**config.mk**
```make
export PLATFORM = sky130hd
export DESIGN_NAME = bcf_queue
export DESIGN_NICKNAME = d
export VERILOG_FILES = /design/src/rtl/core/bcf_pkg.sv /design/src/rtl/core/bcf_queue.sv
export SDC_FILE = /design/constraint.sdc
export NUM_CORES = 1
export LEC_CHECK = 0
export ABC_AREA = 1
export ABC_CLOCK_PERIOD_IN_PS = 1900
export BUFFER_PORTS_ARGS = -buffer_cell sky130_fd_sc_hd__buf_2
export CORE_MARGIN = 10
export CORE_UTILIZATION = 45
export CTS_CLUSTER_SIZE = 28
export DETAILED_ROUTE_END_ITERATION = 7
export PLACE_DENSITY_LB_ADDON = 0.2
export SLEW_MARGIN = 10
export SYNTH_ARGS = -nofsm -noshare
export SYNTH_HDL_FRONTEND = slang
export SYNTH_SLANG_ARGS = --single-unit
```
**constraint.sdc**
```tcl
create_clock -name clk_i -period 1.9 [get_ports clk_i]
set_clock_uncertainty 0.15 [all_clocks]
set_input_delay 0.19 -clock clk_i [delete_from_list [all_inputs] [get_ports clk_i]]
set_output_delay 0.19 -clock clk_i [all_outputs]
set_load 0.01 [all_outputs]
```
**src/rtl/core/bcf_pkg.sv**
```systemverilog
// Shared types and constants of the cubic Bezier fade generator.
// No dependencies; every other file of the block imports this package.
package bcf_pkg;

  localparam int unsigned FADE_STEPS_DEF  = 255;
  localparam int unsigned QUEUE_DEPTH_DEF = 4;

  localparam int unsigned LEVEL_W     = 8;
  localparam int unsigned PERIOD_W    = 24;
  localparam int unsigned WEIGHT_W    = 15;
  localparam int unsigned WEIGHT_FRAC = 14;
  localparam int unsigned CFG_IDX_W   = 3;
  localparam int unsigned CFG_DATA_W  = 24;

  localparam logic [LEVEL_W-1:0]  START_LEVEL_RST = 8'd0;
  localparam logic [LEVEL_W-1:0]  END_LEVEL_RST   = 8'd255;
  localparam logic [PERIOD_W-1:0] STEP_PERIOD_RST = 24'd1;
  localparam logic [WEIGHT_W-1:0] WEIGHT_A_RST    = 15'd0;
  localparam logic [WEIGHT_W-1:0] WEIGHT_B_RST    = 15'd0;
  localparam logic [WEIGHT_W-1:0] WEIGHT_C_RST    = 15'd16384;
  localparam logic [WEIGHT_W-1:0] WEIGHT_D_RST    = 15'd16384;

  typedef enum logic [CFG_IDX_W-1:0] {
    REG_START_LEVEL = 3'd0,
    REG_END_LEVEL   = 3'd1,
    REG_STEP_PERIOD = 3'd2,
    REG_WEIGHT_A    = 3'd3,
    REG_WEIGHT_B    = 3'd4,
    REG_WEIGHT_C    = 3'd5,
    REG_WEIGHT_D    = 3'd6
  } cfg_reg_e;

  typedef enum logic [3:0] {
    BK_IDLE,
    BK_SQUARE,
    BK_CUBE,
    BK_WEIGHT,
    BK_SUM,
    BK_SCALE,
    BK_TOTAL,
    BK_DIVIDE,
    BK_CORRECT,
    BK_FINISH
  } back_state_e;

  typedef struct packed {
    logic [LEVEL_W-1:0]  start_level;
    logic [LEVEL_W-1:0]  end_level;
    logic [WEIGHT_W-1:0] weight_a;
    logic [WEIGHT_W-1:0] weight_b;
    logic [WEIGHT_W-1:0] weight_c;
    logic [WEIGHT_W-1:0] weight_d;
  } curve_cfg_t;

endpackage

```
**src/rtl/core/bcf_queue.sv**
```systemverilog
// Short first-in first-out queue of step numbers between front and back.
// Takes its default depth from bcf_pkg, which it also imports.
module bcf_queue #(
  parameter int unsigned Width = 8,
  parameter int unsigned Depth = bcf_pkg::QUEUE_DEPTH_DEF
) (
  input  logic             clk_i,
  input  logic             rst_ni,
  input  logic             wr_i,
  input  logic [Width-1:0] wr_data_i,
  input  logic             rd_i,
  output logic             valid_o,
  output logic [Width-1:0] rd_data_o,
  output logic             full_o
);
  import bcf_pkg::*;

  localparam int unsigned PtrW = (Depth > 1) ? $clog2(Depth) : 1;
  localparam int unsigned CntW = $clog2(Depth + 1);
  localparam logic [PtrW-1:0] LastPtr = PtrW'(Depth - 1);

  logic [Width-1:0] data_q [Depth];
  logic [PtrW-1:0]  wr_ptr_q, wr_ptr_d;
  logic [PtrW-1:0]  rd_ptr_q, rd_ptr_d;
  logic [CntW-1:0]  cnt_q, cnt_d;
  logic             do_wr, do_rd;

  assign full_o    = (cnt_q == CntW'(Depth));
  assign valid_o   = (cnt_q != '0);
  assign rd_data_o = data_q[rd_ptr_q];
  assign do_wr     = wr_i && !full_o;
  assign do_rd     = rd_i && valid_o;

  always_comb begin
    wr_ptr_d = wr_ptr_q;
    rd_ptr_d = rd_ptr_q;
    cnt_d    = cnt_q;
    if (do_wr) begin
      wr_ptr_d = (wr_ptr_q == LastPtr) ? '0 : wr_ptr_q + PtrW'(1);
    end
    if (do_rd) begin
      rd_ptr_d = (rd_ptr_q == LastPtr) ? '0 : rd_ptr_q + PtrW'(1);
    end
    if (do_wr && !do_rd) begin
      cnt_d = cnt_q + CntW'(1);
    end else if (do_rd && !do_wr) begin
      cnt_d = cnt_q - CntW'(1);
    end
  end

  always_ff @(posedge clk_i or negedge rst_ni) begin
    if (!rst_ni) begin
      wr_ptr_q <= '0;
      rd_ptr_q <= '0;
      cnt_q    <= '0;
    end else begin
      wr_ptr_q <= wr_ptr_d;
      rd_ptr_q <= rd_ptr_d;
      cnt_q    <= cnt_d;
    end
  end

  always_ff @(posedge clk_i) begin
    if (do_wr) begin
      data_q[wr_ptr_q] <= wr_data_i;
    end
  end

endmodule

```
==> metrics.csv <==
stage;metric;value;unit
sta;Final Hold Violating Endpoints;0;
worst_setup_path;maximum fanout along the worst path;4;
yosys;Yosys reg bits;39;
worst_setup_path;critical path launch point type;flip-flop;
pwr;Worst VDD drop;0.610;mV
hold_path;hold worst-path end;wr_ptr_q[0];
global_route;GR peak layer;met2;
cts;clk root buf;clkbuf_8;
drt;DR iter-0 viols;54;
pwr;Power Density;1470;mW/mm^2
drt;Via density;4.69;
sta;fin crit share;0.936;
final_layout;fraction of layout cells with a size suffix above 1;0.260;
final_layout;Finished Layout Cells;244;
worst_setup_path;Setup CP Type;reg2reg;
global_route;initial antenna violation count;0;
yosys;Post-Syn Instances;153;
worst_setup_path;Req. time, crit path;1.91;ns
yosys;synth top area cells;edfxtp_1, dfrtp_1, nand2_1;
yosys;most frequent cells after synthesis;nand2_1, edfxtp_1, inv_1;
final_layout;post-layout util;0.588;
worst_setup_path;RR Endpoint;cnt_q[1];
cts;CTS H-tree depth;2;
cts;Clock Pin Slew Worst Setup and Hold Paths;0.08;ns
yosys;Post-Syn Area;0.00175;sq mm
die;Rows;22;
sta;unrepaired setup endpoints after global routing;false;
sta;FMAX;562;MHz
die;die width;82.4;um
hold_path;class of the worst hold path;in2reg;
cts;Clock Latency Late Sink;0.28;ns
sta;Setup-failing EPs final;0;
cts;CTS Buf Count;5;
final_layout;Final nets;214;
sta;Setup WS post-layout;0.122;ns
global_route;met2 Use GR;0.174;
yosys;cell with the most instances after synthesis;nand2_1;
worst_setup_path;R2R Setup Slk;0.12;ns
drt;Routed Antenna Nets;0;
sta;final hold slack;0.0479;ns
run_status;status;finished, final reports clean;
yosys;Most used DFF post-synth;edfxtp_1;
sta;clock period minus worst slack;1.78;ns
die;Die Height;82.4;um
yosys;async set-or-reset flop fraction in the synthesized netlist;0.179;
placed_design;dpl hpwl;2200;um
yosys;Seq/Total Area, Yosys;0.648;
hold_path;HP Start;wr_i;
drt;drt first pass iters;4;
sta;worst rel slew slack;0.773;
drt;DR DRC count;0;
global_route;first-pass GRT wire length;5040;um
placed_design;input/output buffers;21;
die;Starting Density;0.472;
drt;WL final;3160;um
die;area of the core;0.00372;sq mm
drt;via count;1144;
drt;Wirelength per Cell;13.0;um
run;max-cap viol count;0;
worst_setup_path;r2r worst-path depth;9;
cts;Clock Tree Buf Depth;2;
worst_setup_path;critical path arrival;1.79;ns
sta;Slew Limit Fails;0;
yosys;share of the synthesized area in the top cell type;0.548;
die;DIE AREA;0.00680;sq mm
yosys;Yosys Warn Count;0;
cts;CTS tree;built;
global_route;grt total ovfl;0;
yosys;cell accounting for the most synthesized area;edfxtp_1;
placed_design;GPL Wtd Cong;0.835;
worst_setup_path;CP Capture Type;flip-flop;
cts;# clock sinks;39;
final_layout;antenna diode count;0;
yosys;Post-synth EDFFs;32;
global_route;met1 Track Usage GR;0.108;
final_layout;Area Growth Syn to Fin;24.5;%
global_route;vias in the first global route;1117;
yosys;library cells used by synthesis;17;
global_route;GR Util met3;0.0313;
placed_design;dpl ws;-0.00791;ns
sta;Slew @ Worst Pin;0.340;ns
global_route;Overall Global Routing Usage;0.0978;
die;io pins;22;
pwr;P_leak;0.964;nW
global_route;largest net degree at the start of global routing;36;
worst_setup_path;reg2reg start;cnt_q[1];
placed_design;Placed Cells;225;
yosys;Syn Area/Cell;11.5;sq um
yosys;Syn Nets;172;
hold_path;worst hold path stage count;3;
[per-layer routing]
metal  up-vias  wire length (um)
li1        586                 -
met1       540              1390
met2        16              1610
met3         2               153
met4         0                11
met5         -                 0
[worst max-delay path: stages, from the launching register on]
cell and delay, ns:
dfrtp_1 0.41, inv_2 0.12, nand3_4 0.10, nand2_2 0.08, inv_2 0.04, ha_4 0.15, inv_2 0.05, fa_2 0.42
nand2_1 0.07, o21ai_0 0.07
[final cells by class]
cell class,count,area [sq um]
Timing Repair Buffer,40,270
Sequential cell,39,1140
Tap cell,48,60.1
Clock inverter,3,43.8
Fill cell,323,1530
Inverter,31,116
Multi-Input combinational cell,78,489
Clock buffer,5,68.8
[logic make-up (layout without fill, tap and decap cells)]
group	after synthesis	count (layout)	synth area share
buffers and inverters	36	79	0.0949
AO/OA/AOI/OAI	17	17	0.0713
XOR/XNOR	1	1	0.00499
AND/OR/NAND/NOR	53	53	0.127
adder cells (fa/ha/maj)	7	7	0.0542
flip-flops	39	39	0.648
[flip-flops by register name (all words and copies together) (netlist names)]
register  count
cnt_q         3
data_q       32
rd_ptr_q      2
wr_ptr_q      2
[layout by cell type (no fill, tap or decap), types with 2 or more instances in the layout]
cell	instances
ha_1	5
dlygate4sd3_1	9
o211ai_1	16
nand3_1	5
dfrtp_1	7
buf_2	21
clkbuf_8	5
inv_1	25
buf_4	10
nor2_1	6
nand3_4	2
nand2_1	37
inv_2	6
edfxtp_1	32
[where the power goes]
part | switching [mW] | total [mW] | internal (mW)
Combinational | 0.771 | 1.30 | 0.526
Clock | 0.277 | 0.667 | 0.391
Sequential | 0.110 | 1.26 | 1.15
Total | 1.16 | 3.22 | 2.06
[worst max-delay path by stage]
stage	cells past startpoint	from	slack (ns)	endpoint
after CTS	10	cnt_q[1]	0.01	cnt_q[2]
after global routing	10	cnt_q[1]	0.01	cnt_q[2]
after detailed placement	10	cnt_q[1]	-0.008	cnt_q[2]
after global placement	10	cnt_q[2]	0.09	cnt_q[2]
final	9	cnt_q[1]	0.12	cnt_q[1]
after floorplan	9	cnt_q[0]	0.11	cnt_q[1]
[through the flow]
step / power [mW] / TNS (ns) / cell area (sq um)
after CTS: 3.18 / 0 / 2130
after detailed placement: 2.49 / -0.00791 / 1930
after global routing: 3.47 / 0 / 2180
final: 3.22 / 0 / 2180
after global placement: 2.44 / 0 / 1930
after floorplan: 2.12 / 0 / 1750
[timing repair]
item,4_1_cts,5_1_grt
hold endpoints to repair,39,0
setup endpoints to repair,1,2
hold buffers,9,0
resized for setup,1,7
pin swaps,0,2
buffers inserted,0,2
gates cloned,0,0
Power figures use the tool's default switching activity.
