File: config.mk
export PLATFORM = sky130hd
export DESIGN_NAME = bcf_front
export DESIGN_NICKNAME = d
export VERILOG_FILES = /design/src/rtl/core/bcf_pkg.sv /design/src/rtl/core/bcf_front.sv
export SDC_FILE = /design/constraint.sdc
export NUM_CORES = 1
export LEC_CHECK = 0
export BUFFER_PORTS_ARGS = -buffer_cell sky130_fd_sc_hd__buf_2
export CORE_ASPECT_RATIO = 0.5
export CORE_MARGIN = 2
export CORE_UTILIZATION = 58
export CTS_CLUSTER_SIZE = 12
export DETAILED_ROUTE_END_ITERATION = 10
export PLACE_DENSITY = 0.81
export SLEW_MARGIN = 20
export SYNTH_ARGS = -nofsm -noshare
export SYNTH_HDL_FRONTEND = slang
export SYNTH_SLANG_ARGS = --single-unit
File: constraint.sdc
create_clock -name clk_i -period 5.3 [get_ports clk_i]
set_input_delay 0.53 -clock clk_i [delete_from_list [all_inputs] [get_ports clk_i]]
set_output_delay 0.53 -clock clk_i [all_outputs]
set_load 0.02 [all_outputs]
File: src/rtl/core/bcf_pkg.sv
// Shared types and constants of the cubic Bezier fade generator.
// No dependencies; every other file of the block imports this package.
package bcf_pkg;

  localparam int unsigned FADE_STEPS_DEF  = 255;
  localparam int unsigned QUEUE_DEPTH_DEF = 4;

  localparam int unsigned LEVEL_W     = 8;
  localparam int unsigned PERIOD_W    = 24;
  localparam int unsigned WEIGHT_W    = 15;
  localparam int unsigned WEIGHT_FRAC = 14;
  localparam int unsigned CFG_IDX_W   = 3;
  localparam int unsigned CFG_DATA_W  = 24;

  localparam logic [LEVEL_W-1:0]  START_LEVEL_RST = 8'd0;
  localparam logic [LEVEL_W-1:0]  END_LEVEL_RST   = 8'd255;
  localparam logic [PERIOD_W-1:0] STEP_PERIOD_RST = 24'd1;
  localparam logic [WEIGHT_W-1:0] WEIGHT_A_RST    = 15'd0;
  localparam logic [WEIGHT_W-1:0] WEIGHT_B_RST    = 15'd0;
  localparam logic [WEIGHT_W-1:0] WEIGHT_C_RST    = 15'd16384;
  localparam logic [WEIGHT_W-1:0] WEIGHT_D_RST    = 15'd16384;

  typedef enum logic [CFG_IDX_W-1:0] {
    REG_START_LEVEL = 3'd0,
    REG_END_LEVEL   = 3'd1,
    REG_STEP_PERIOD = 3'd2,
    REG_WEIGHT_A    = 3'd3,
    REG_WEIGHT_B    = 3'd4,
    REG_WEIGHT_C    = 3'd5,
    REG_WEIGHT_D    = 3'd6
  } cfg_reg_e;

  typedef enum logic [3:0] {
    BK_IDLE,
    BK_SQUARE,
    BK_CUBE,
    BK_WEIGHT,
    BK_SUM,
    BK_SCALE,
    BK_TOTAL,
    BK_DIVIDE,
    BK_CORRECT,
    BK_FINISH
  } back_state_e;

  typedef struct packed {
    logic [LEVEL_W-1:0]  start_level;
    logic [LEVEL_W-1:0]  end_level;
    logic [WEIGHT_W-1:0] weight_a;
    logic [WEIGHT_W-1:0] weight_b;
    logic [WEIGHT_W-1:0] weight_c;
    logic [WEIGHT_W-1:0] weight_d;
  } curve_cfg_t;

endpackage

File: src/rtl/core/bcf_front.sv
// Front end of the fade generator: prescaler, step counter and run flag.
// Every accepted tick leaves its step number in the queue. Uses bcf_pkg.
module bcf_front #(
  parameter int unsigned FadeSteps = bcf_pkg::FADE_STEPS_DEF,
  localparam int unsigned StepW = $clog2(FadeSteps + 1)
) (
  input  logic                         clk_i,
  input  logic                         rst_ni,
  input  logic                         accept_i,
  input  logic                         restart_i,
  input  logic [bcf_pkg::PERIOD_W-1:0] step_period_i,
  output logic                         wr_o,
  output logic [StepW-1:0]             step_o
);
  import bcf_pkg::*;

  localparam logic [StepW-1:0] LastStep = StepW'(FadeSteps);

  logic [StepW-1:0]    step_q, step_d;
  logic [PERIOD_W-1:0] pre_q, pre_d;
  logic                run_q, run_d;
  logic [PERIOD_W-1:0] period_eff;
  logic [PERIOD_W-1:0] pre_inc;

  // A period of zero behaves like one.
  assign period_eff = (step_period_i == '0) ? PERIOD_W'(1) : step_period_i;
  assign pre_inc    = pre_q + PERIOD_W'(1);

  always_comb begin
    step_d = step_q;
    pre_d  = pre_q;
    run_d  = run_q;
    if (accept_i) begin
      if (restart_i) begin
        step_d = '0;
        pre_d  = '0;
        run_d  = 1'b1;
      end else if (run_q) begin
        if (pre_inc >= period_eff) begin
          pre_d  = '0;
          step_d = step_q + StepW'(1);
          if (step_d >= LastStep) begin
            step_d = LastStep;
            run_d  = 1'b0;
          end
        end else begin
          pre_d = pre_inc;
        end
      end
    end
  end

  always_ff @(posedge clk_i or negedge rst_ni) begin
    if (!rst_ni) begin
      step_q <= '0;
      pre_q  <= '0;
      run_q  <= 1'b0;
    end else begin
      step_q <= step_d;
      pre_q  <= pre_d;
      run_q  <= run_d;
    end
  end

  assign wr_o   = accept_i;
  assign step_o = step_d;

endmodule

==> results of run 1 <==
cells by family after synthesis:
family	Yosys count	share of synthesized area (%)
xor+xnor	22	7.282
buf+inv	44	6.571
flops	33	31.21
simple gates	108	23.41
fa+ha+maj	27	12.77
compound gates	71	18.77
path summary, 6_finish.rpt:
check / from / to / slack, ps
max reg2reg: pre_q[0] / step_q[7] / 1260
min reg2reg: pre_q[23] / pre_q[23] / 530
max in group asynchronous: rst_ni / pre_q[22] / 4510
max: pre_q[0] / step_o[7] / 340
min in group clk_i: pre_q[23] / pre_q[23] / 530
min: rst_ni / step_q[3] / 300
critical path: stages (launching register included):
cell and delay (ps):
dfrtp_1 420, ha_1 270, and4_1 310, nand3_1 160
nor3_1 310, nand2_1 100, and2_1 170, or2_2 290
ha_1 280, nand4_1 140, nor4_1 300, o21ai_1 160
a21oi_4 260, o21ai_4 130, or4_1 530, o211ai_1 120
buf_2 200
flip-flops by register name (all words and copies together) (netlist names):
signal and cells:
pre_q 24, step_q 8, run_q 1
power groups by stage:
stage               combinational, mW  clock, mW  sequential [mW]
floorplan                      0.0623          0            0.278
global placement               0.0948          0            0.280
detailed placement             0.0984          0            0.281
CTS                            0.0987      0.178            0.276
global route                    0.111      0.187            0.279
finish                         0.0974      0.175            0.277
routing by layer:
layer | track usage (%) | part of all wire, % | vias up | routed length (µm)
met5 | 0 | 0 | - | 0
met4 | 8.219 | 1.3 | 0 | 78
met3 | 4.167 | 5.0 | 10 | 292
met2 | 41.78 | 47 | 55 | 2778
met1 | 31.32 | 46 | 1121 | 2737
li1 | - | - | 1180 | -
layout by cell type, fill, tap and decap left out, drive strengths merged, types with 9 or more instances in the layout:
cell / instances
o21ai: 17
buf: 38
a22o: 14
nand2: 27
nand4: 10
nor4: 9
inv: 37
ha: 27
xnor2: 13
xor2: 9
a21oi: 15
dfrtp: 33
nor2: 10
nand3: 19
layout make-up:
cell class	instances	area [µm²]	share of cell area [%]
Multi-Input combinational cell	228	1647	55.79
Sequential cell	33	825.8	27.98
Timing Repair Buffer	38	195.2	6.613
Inverter	37	138.9	4.705
Tap cell	57	71.32	2.416
Clock buffer	5	68.82	2.331
Clock inverter	1	5.005	0.1696
through the flow:
step	hold slack, ps	setup WS (ps)	util, %	instance area [µm²]	power [mW]
6_report	296.0	341.3	67.04	2952	0.5491
5_1_grt	354.1	39.59	67.04	2952	0.5767
4_1_cts	326.9	351.2	67.04	2952	0.5527
3_5_place_dp	518.7	670.8	65.36	2878	0.3791
3_3_place_gp	507.3	865.8	65.36	2878	0.3748
2_1_floorplan	234.4	1125	-	2646	0.3398
==> impl_metrics.toml, run 1 <==
[pwr]
power_leakage_nw = 1.504
seq_power_share_pct = 50.4
clkPwrFrac_pct = 31.9
power_frac_comb_pct = 17.7
swShare_pct = 29.27
switching_power_mw = 0.1607
powerDensity_nw_per_um2 = 186.0
p_int_mw = 0.3884
vdd_drop_max_mv = 0.1025

[clock_tree]
cts_setup_buffers = 0
cts_max_level = 2
clk_latency_ps = 290
cts_tree = "yes"
hold_buffers = 0
cts.sinks = 33
ctsResizeCount = 0
cts-root-buf = "clkbuf_8"
clockBufferDepth = 2
cts_buffers = 5
clkTransAtPathRegs_ps = 70

[detailed_routing]
first_pass_iters = 4
num_vias = 2366
routed_wl_um = 5888
drt-initial-drc-count = 109
wl_per_cell_um = 14.76
via_per_inst = 5.930
drc = 0
route.antenna.remaining_nets = 0

[finish]
syn2layout_area_growth_pct = 11.54
nFillCells = 362
nets = 398
layout-drive-gt1-share_pct = 16.96
final_cells = 399
antenna_cells = 0

[synth]
synth_flop_cell = "dfrtp_1"
synthCells = 305
synth_warnings = 0
synth_nets = 360
synth_top_area_share_pct = 31.21
ys_async_sr_fraction_pct = 100.0
netlist_area_um2 = 2646
synth-seq-cells = 33
syn_area_per_cell_um2 = 8.676
synth.most_common_cell = "inv_1"
yosys.area.top_type = "dfrtp_1"
synth_edf_count = 0
yosysUniqueCellTypes = 48
seq_area_frac_synth_pct = 31.21
synth_common_cells = "37 x inv_1, 33 x dfrtp_1, 27 x ha_1, 26 x nand2_1, 17 x nand3_1"
netlist_top_cells_area = "dfrtp_1 31%, ha_1 13%, inv_1 5.2%"

[sta]
skew_ps = 6.028
final_hold_viol_count = 0
post-route-min-period_ps = 4959
max-slew-margin-rel_pct = 49.99
setup_tns_ps = 0
rsz0062_at_grt = "false"
fmax_mhz = 201.7
finalSetupViolCount = 0
tightest_slew_ps = 750.2
drv_slew = 0
timing.final.crit_share_pct = 93.56

[grt]
track_usage_pct = 24.19
antenna_found_initial = 0
grt_pass1_wl_um = 9722
grt_max_degree = 34
grt_overflow = 0
grt_pass1_vias = 2158

[floorplan]
die_area_um2 = 5152
ios = 37
start_util_pct = 60.10
die_w_um = 99.53
die_h_um = 51.77
rows = 17
core_area_um2 = 4403

[worst_setup_path]
critical_path_arrival_ps = 4430
cp-start-kind = "flop"
cp_max_fo = 9
crit_type = "flop to output pin"
reg2regPathDepth = 15
cp.required_ps = 4770
worstSetupEndpointType = "output pin"

[placed_design]
dp_cells = 393
numPortBuffers = 36
hpwlAfterDp_um = 4589
gp_congestion = 0.9978

[hold_path]
hold_class = "input port to asynchronous set/reset pin"

[run_status]
status = "completed"

[run]
drv_cap = 0
No activity file was read; power rests on OpenSTA's default activity.
==> inputs of run 2 (changes only) <==
--- a/config.mk
+++ b/config.mk
@@ -5,10 +5,11 @@
 export SDC_FILE = /design/constraint.sdc
 export NUM_CORES = 1
 export LEC_CHECK = 0
+export ABC_AREA = 1
 export BUFFER_PORTS_ARGS = -buffer_cell sky130_fd_sc_hd__buf_2
 export CORE_ASPECT_RATIO = 0.5
 export CORE_MARGIN = 2
-export CORE_UTILIZATION = 58
+export CORE_UTILIZATION = 59
 export CTS_CLUSTER_SIZE = 12
 export DETAILED_ROUTE_END_ITERATION = 10
 export PLACE_DENSITY = 0.81
==> impl_metrics.toml, run 2 <==
[run_status]
status = "completed"

[detailed_routing]
num_vias = 2745
drc = 0
via_per_inst = 5.121
drt-initial-drc-count = 116
first_pass_iters = 4
route.antenna.remaining_nets = 0
wl_per_cell_um = 12.01
routed_wl_um = 6437

[synth]
synth-seq-cells = 33
seq_area_frac_synth_pct = 28.34
synthCells = 430
netlist_top_cells_area = "dfrtp_1 28%, nand2_1 16%, ha_1 12%"
synth.most_common_cell = "nand2_1"
yosysUniqueCellTypes = 35
synth_nets = 485
ys_async_sr_fraction_pct = 100.0
synth_top_area_share_pct = 28.34
syn_area_per_cell_um2 = 6.777
netlist_area_um2 = 2914
synth_warnings = 0
synth_flop_cell = "dfrtp_1"
yosys.area.top_type = "dfrtp_1"
synth_edf_count = 0
synth_common_cells = "122 x nand2_1, 83 x inv_1, 37 x nand3_1, 33 x dfrtp_1, 27 x ha_1"

[clock_tree]
cts.sinks = 33
clk_latency_ps = 280
cts_buffers = 5
ctsResizeCount = 0
cts_setup_buffers = 0
hold_buffers = 0
cts_tree = "yes"
cts-root-buf = "clkbuf_8"
cts_max_level = 2
clkTransAtPathRegs_ps = 70
clockBufferDepth = 2

[worst_setup_path]
crit_type = "flop to output pin"
cp_max_fo = 10
max_stage_delay_ps = 410
r2r-end = "pre_q[22]"
critPathSlowestCell = "dfrtp_1"
cp.required_ps = 4770
timing.rr.start = "pre_q[0]"
worstSetupEndpointType = "output pin"
r2r_slack_ps = 1670
crit_path_cell_trace = "inv_2, nor3_4, nand3_4, nor2_4, nand3_1, xor2_1, inv_1, ha_1, nand2_1, nor2_1, nand3_1, nor2_1, nand2_1, nand2_2, nand2_2, nand2_1, nand3_1, nand2_1, buf_2"
reg2regPathDepth = 18
cp_common_cell = "nand2_1"
cp-start-kind = "flop"
critPathTopFamily = "simple AND/OR/NAND/NOR gates"
critical_path_arrival_ps = 3370
critPathBufInv = 3

[placed_design]
gp_congestion = 0.9594
place_ws_ps = 1709
hpwlAfterDp_um = 5155
numPortBuffers = 36

[sta]
fin_ws_ps = 1402
finalSetupViolCount = 0
skew_ps = 3.876
fmax_mhz = 256.6
drv_slew = 0
final_hold_viol_count = 0
tightest_slew_ps = 937.9
rsz0062_at_grt = "false"
timing.final.crit_share_pct = 73.54
post-route-min-period_ps = 3898
max-slew-margin-rel_pct = 37.30
setup_tns_ps = 0

[run]
drv_cap = 0

[grt]
grt_pass1_vias = 2552
gr-usage-met2_pct = 45.70
antenna_found_initial = 0
grt_pass1_wl_um = 10940
grt_util_met3_pct = 5.455
track_usage_pct = 25.64
grt_overflow = 0
gr-max-usage-layer = "met2"
grt_max_degree = 34
use_met1_pct = 32.14

[pwr]
seq_power_share_pct = 50.1
totalPowerFinal_mw = 0.5120
powerDensity_nw_per_um2 = 158.4
vdd_drop_max_mv = 0.08665
clkPwrFrac_pct = 37.7
power_leakage_nw = 1.912
p_int_mw = 0.3788
swShare_pct = 26.02
power_frac_comb_pct = 12.2
switching_power_mw = 0.1332

[finish]
syn2layout_area_growth_pct = 10.95
nets = 521
layout-drive-gt1-share_pct = 14.38
final_cell_mix = "122 x nand2_1, 83 x inv_1, 37 x nand3_1"
largest_register_ffs = 24
antenna_cells = 0
reg_top3 = "pre_q: 24 flops, step_q: 8 flops, run_q: 1 flops"
final_common_cell = "nand2_1"
top_register = "pre_q"

[floorplan]
ios = 37
die_w_um = 103.4
start_util_pct = 60.18
core_area_um2 = 4842
die_h_um = 53.70
die_area_um2 = 5552
rows = 18

[hold_path]
hold_class = "input port to asynchronous set/reset pin"
run 2: cell types whose count changed after synthesis, sizes merged, moves of 14 or more:
cell / change
nand3: +19
a22o: -14
nand2: +98
inv: +51
nor2: +18
run 2: layout make-up:
cell class / count / area (µm²)
clock buffer: 7 / 86.33
fill: 459 / 1609
inverter: 89 / 334.1
multi-input combinational: 301 / 1719
sequential: 33 / 825.8
tap: 70 / 87.58
timing repair buffer: 36 / 180.2
run 2: power by group through the flow:
stage               logic (mW)  clock network, mW  registers [mW]
floorplan               0.0390                  0           0.261
global route            0.0733              0.209           0.257
detailed placement      0.0628                  0           0.261
CTS                     0.0631              0.195           0.257
finish                  0.0625              0.193           0.257
global placement        0.0621                  0           0.261
run 2: cell families after synthesis:
kind of cell | synth area share, %
AO/OA/AOI/OAI | 9.446
XOR/XNOR | 3.306
adder cells (fa/ha/maj) | 11.59
buffers and inverters | 12.67
flip-flops | 28.34
AND/OR/NAND/NOR | 34.65
run 2: worst max-delay path by stage:
stage	slack, ps	endpoint	cells after the start	start
5_1_grt	990	step_o[6]	19	pre_q[0]
6_report	1400	step_o[5]	19	pre_q[2]
3_3_place_gp	1770	step_o[0]	20	pre_q[2]
4_1_cts	1400	step_o[1]	19	pre_q[0]
2_1_floorplan	2150	step_o[0]	23	pre_q[0]
3_5_place_dp	1710	step_o[1]	19	pre_q[2]
run 2: per-stage QoR:
stage               std cells  util, %  hold slack [ps]  cell area (µm²)
global placement          529    64.99            518.8             3147
global route              536    66.77            376.2             3233
floorplan                 430        -            234.4             2914
CTS                       536    66.77            336.4             3233
detailed placement        529    64.99            524.3             3147
finish                    536    66.77            315.4             3233
run 2: metal layers:
layer / vias to the layer above / wire (µm)
met3: 8 / 222
li1: 1450 / -
met2: 48 / 3041
met1: 1239 / 3092
met4: 0 / 80
met5: - / 0
==> inputs of run 3 (changes only) <==
--- a/config.mk
+++ b/config.mk
@@ -9,10 +9,10 @@
 export BUFFER_PORTS_ARGS = -buffer_cell sky130_fd_sc_hd__buf_2
 export CORE_ASPECT_RATIO = 0.5
 export CORE_MARGIN = 2
-export CORE_UTILIZATION = 59
+export CORE_UTILIZATION = 53
 export CTS_CLUSTER_SIZE = 12
 export DETAILED_ROUTE_END_ITERATION = 10
-export PLACE_DENSITY = 0.81
+export PLACE_DENSITY = 0.77
 export SLEW_MARGIN = 20
 export SYNTH_ARGS = -nofsm -noshare
 export SYNTH_HDL_FRONTEND = slang
==> constraint.sdc (replaced) <==
create_clock -name clk_i -period 3.3 [get_ports clk_i]
set_input_delay 0.33 -clock clk_i [delete_from_list [all_inputs] [get_ports clk_i]]
set_output_delay 0.33 -clock clk_i [all_outputs]
set_load 0.02 [all_outputs]
==> impl_metrics.toml, run 3 (synthesis gave the netlist of run 2 again) <==
[grt]
antenna_found_initial = 0
grt_overflow = 0
grt_pass1_wl_um = 12140
track_usage_pct = 25.52
grt_pass1_vias = 2759
grt_max_degree = 34

[sta]
skew_ps = 5.919
rsz0062_at_grt = "true"
max-slew-margin-rel_pct = 49.86
fin_ws_ps = -214.9
fmax_mhz = 284.5
setup_tns_ps = -1592
finalSetupViolCount = 9
tightest_slew_ps = 752.1
timing.final.crit_share_pct = 106.5
post-route-min-period_ps = 3515
drv_slew = 0
final_hold_viol_count = 0

[finish]
antenna_cells = 0
multiInputGateArea_um2 = 1951
fin_area_um2 = 3820
nets = 553
largest_register_ffs = 24
syn2layout_area_growth_pct = 31.09
reg_top3 = "pre_q: 24 flops, step_q: 8 flops, run_q: 1 flops"
final_common_cell = "nand2_1"
final_cell_mix = "103 x nand2_1, 79 x inv_1, 34 x nand3_1"
layout-drive-gt1-share_pct = 28.86
top_register = "pre_q"
nFillCells = 433
regArea_um2 = 828.3
final_cells = 572

[worst_setup_path]
cp_max_fo = 7
critical_path_arrival_ps = 3180
cp-start-kind = "flop"
crit_path_cell_trace = "nand2_2, nor3_1, nand2_1, nor3_1, nand3_1, nand2_1, inv_1, ha_1, nand2_1, nand2_1, nand2_1, nand2_1, nand2_1, nand2_1, a21oi_2, nand2_2, buf_6, nand3_1, nand3_1, nand2_2, buf_6"
critPathTopFamily = "simple AND/OR/NAND/NOR gates"
reg2regPathDepth = 23
critPathSlowestCell = "dfrtp_1"
cp.required_ps = 2970
worstSetupEndpointType = "output pin"
crit_cells = 21
cp_common_cell = "nand2_1"
crit_type = "flop to output pin"
max_stage_delay_ps = 410
critPathBufInv = 3

[detailed_routing]
wl_per_cell_um = 13.60
via_per_inst = 5.224
drc = 0
first_pass_iters = 4
route.antenna.remaining_nets = 0
num_vias = 2988
drt-initial-drc-count = 223
routed_wl_um = 7781

[pwr]
powerDensity_nw_per_um2 = 264.1
swShare_pct = 24.78
power_leakage_nw = 2.192
switching_power_mw = 0.2500
vdd_drop_max_mv = 0.2385
p_int_mw = 0.7588
clkPwrFrac_pct = 46.5
totalPowerFinal_mw = 1.009
seq_power_share_pct = 40.7
power_frac_comb_pct = 12.7

[run_status]
status = "finished with violations"
failed_checks = "setup timing"

[run]
drv_cap = 0

[floorplan]
die_h_um = 56.43
rows = 19
die_area_um2 = 6143
die_w_um = 108.9
start_util_pct = 54.00
core_area_um2 = 5396
ios = 37

[clock_tree]
clkTransAtPathRegs_ps = 80
cts-root-buf = "clkbuf_8"
cts_tree = "yes"
cts.sinks = 33
clk_latency_ps = 300
hold_buffers = 0
cts_max_level = 2
clockBufferDepth = 2
cts_buffers = 5

[placed_design]
hpwlAfterDp_um = 5393
numPortBuffers = 36
dp_cells = 538
place_area_um2 = 3196
gp_congestion = 0.9253

[hold_path]
hold_class = "input port to asynchronous set/reset pin"
run 3: cell types whose count changed in the layout (fill, tap and decap cells not counted), moves of 5 or more:
cell / delta
buf_2: -8
buf_4: +29
buf_6: +11
ha_1: -5
ha_4: +5
nand2_1: -19
nand2_2: +16
xor2_1: -6
xor2_2: +6
run 3: per-layer routing:
layer	global-route usage [%]	wire [µm]	part of all wire [%]	up-vias
li1	-	-	-	1505
met1	31.67	3353	43	1397
met2	44.01	3916	50	70
met3	5.575	363	4.7	16
met4	8.425	148	1.9	0
met5	0	0	0	-
run 3: cell type report:
| type | instances | share of cell area (%) |
|---|---|---|
| Clock buffer | 5 | 1.802 |
| Tap cell | 73 | 2.391 |
| Sequential cell | 33 | 21.68 |
| Inverter | 89 | 8.745 |
| Timing Repair Buffer | 68 | 12.61 |
| Clock inverter | 3 | 1.703 |
| Multi-Input combinational cell | 301 | 51.06 |
run 3: path summary, 6_finish.rpt:
| check | from | to | slack, ps |
|---|---|---|---|
| worst min-delay path | rst_ni | pre_q[3] | 90 |
| max in group asynchronous | rst_ni | pre_q[11] | 2680 |
| min in group clk_i | accept_i | run_q | 410 |
| worst max-delay path | pre_q[3] | step_o[6] | -210 |
| worst max register to register | pre_q[1] | step_q[6] | -150 |
| worst min register to register | step_q[7] | step_q[7] | 560 |
run 3: metrics by stage:
stage	utilization [%]	hold WS, ps	worst slack (ps)
final	70.79	91.19	-214.9
after global routing	70.79	152.6	-465.4
after CTS	67.19	112.4	-138.8
after detailed placement	59.22	435.3	-20.93
after global placement	59.22	436.4	85.46
after floorplan	-	34.41	349.8
run 3: power groups by stage:
stage	clock network, mW	registers (mW)	logic [mW]
6_report	0.469	0.411	0.128
5_1_grt	0.492	0.411	0.146
2_1_floorplan	0	0.419	0.0626
3_5_place_dp	0	0.420	0.105
4_1_cts	0.469	0.411	0.121
3_3_place_gp	0	0.420	0.103
run 3: what timing repair did:
item                                    in CTS  in global routing
gates resized for setup                     40                 34
pin swaps                                   29                 29
endpoints found under the setup margin       8                  9
buffers inserted                            17                  9
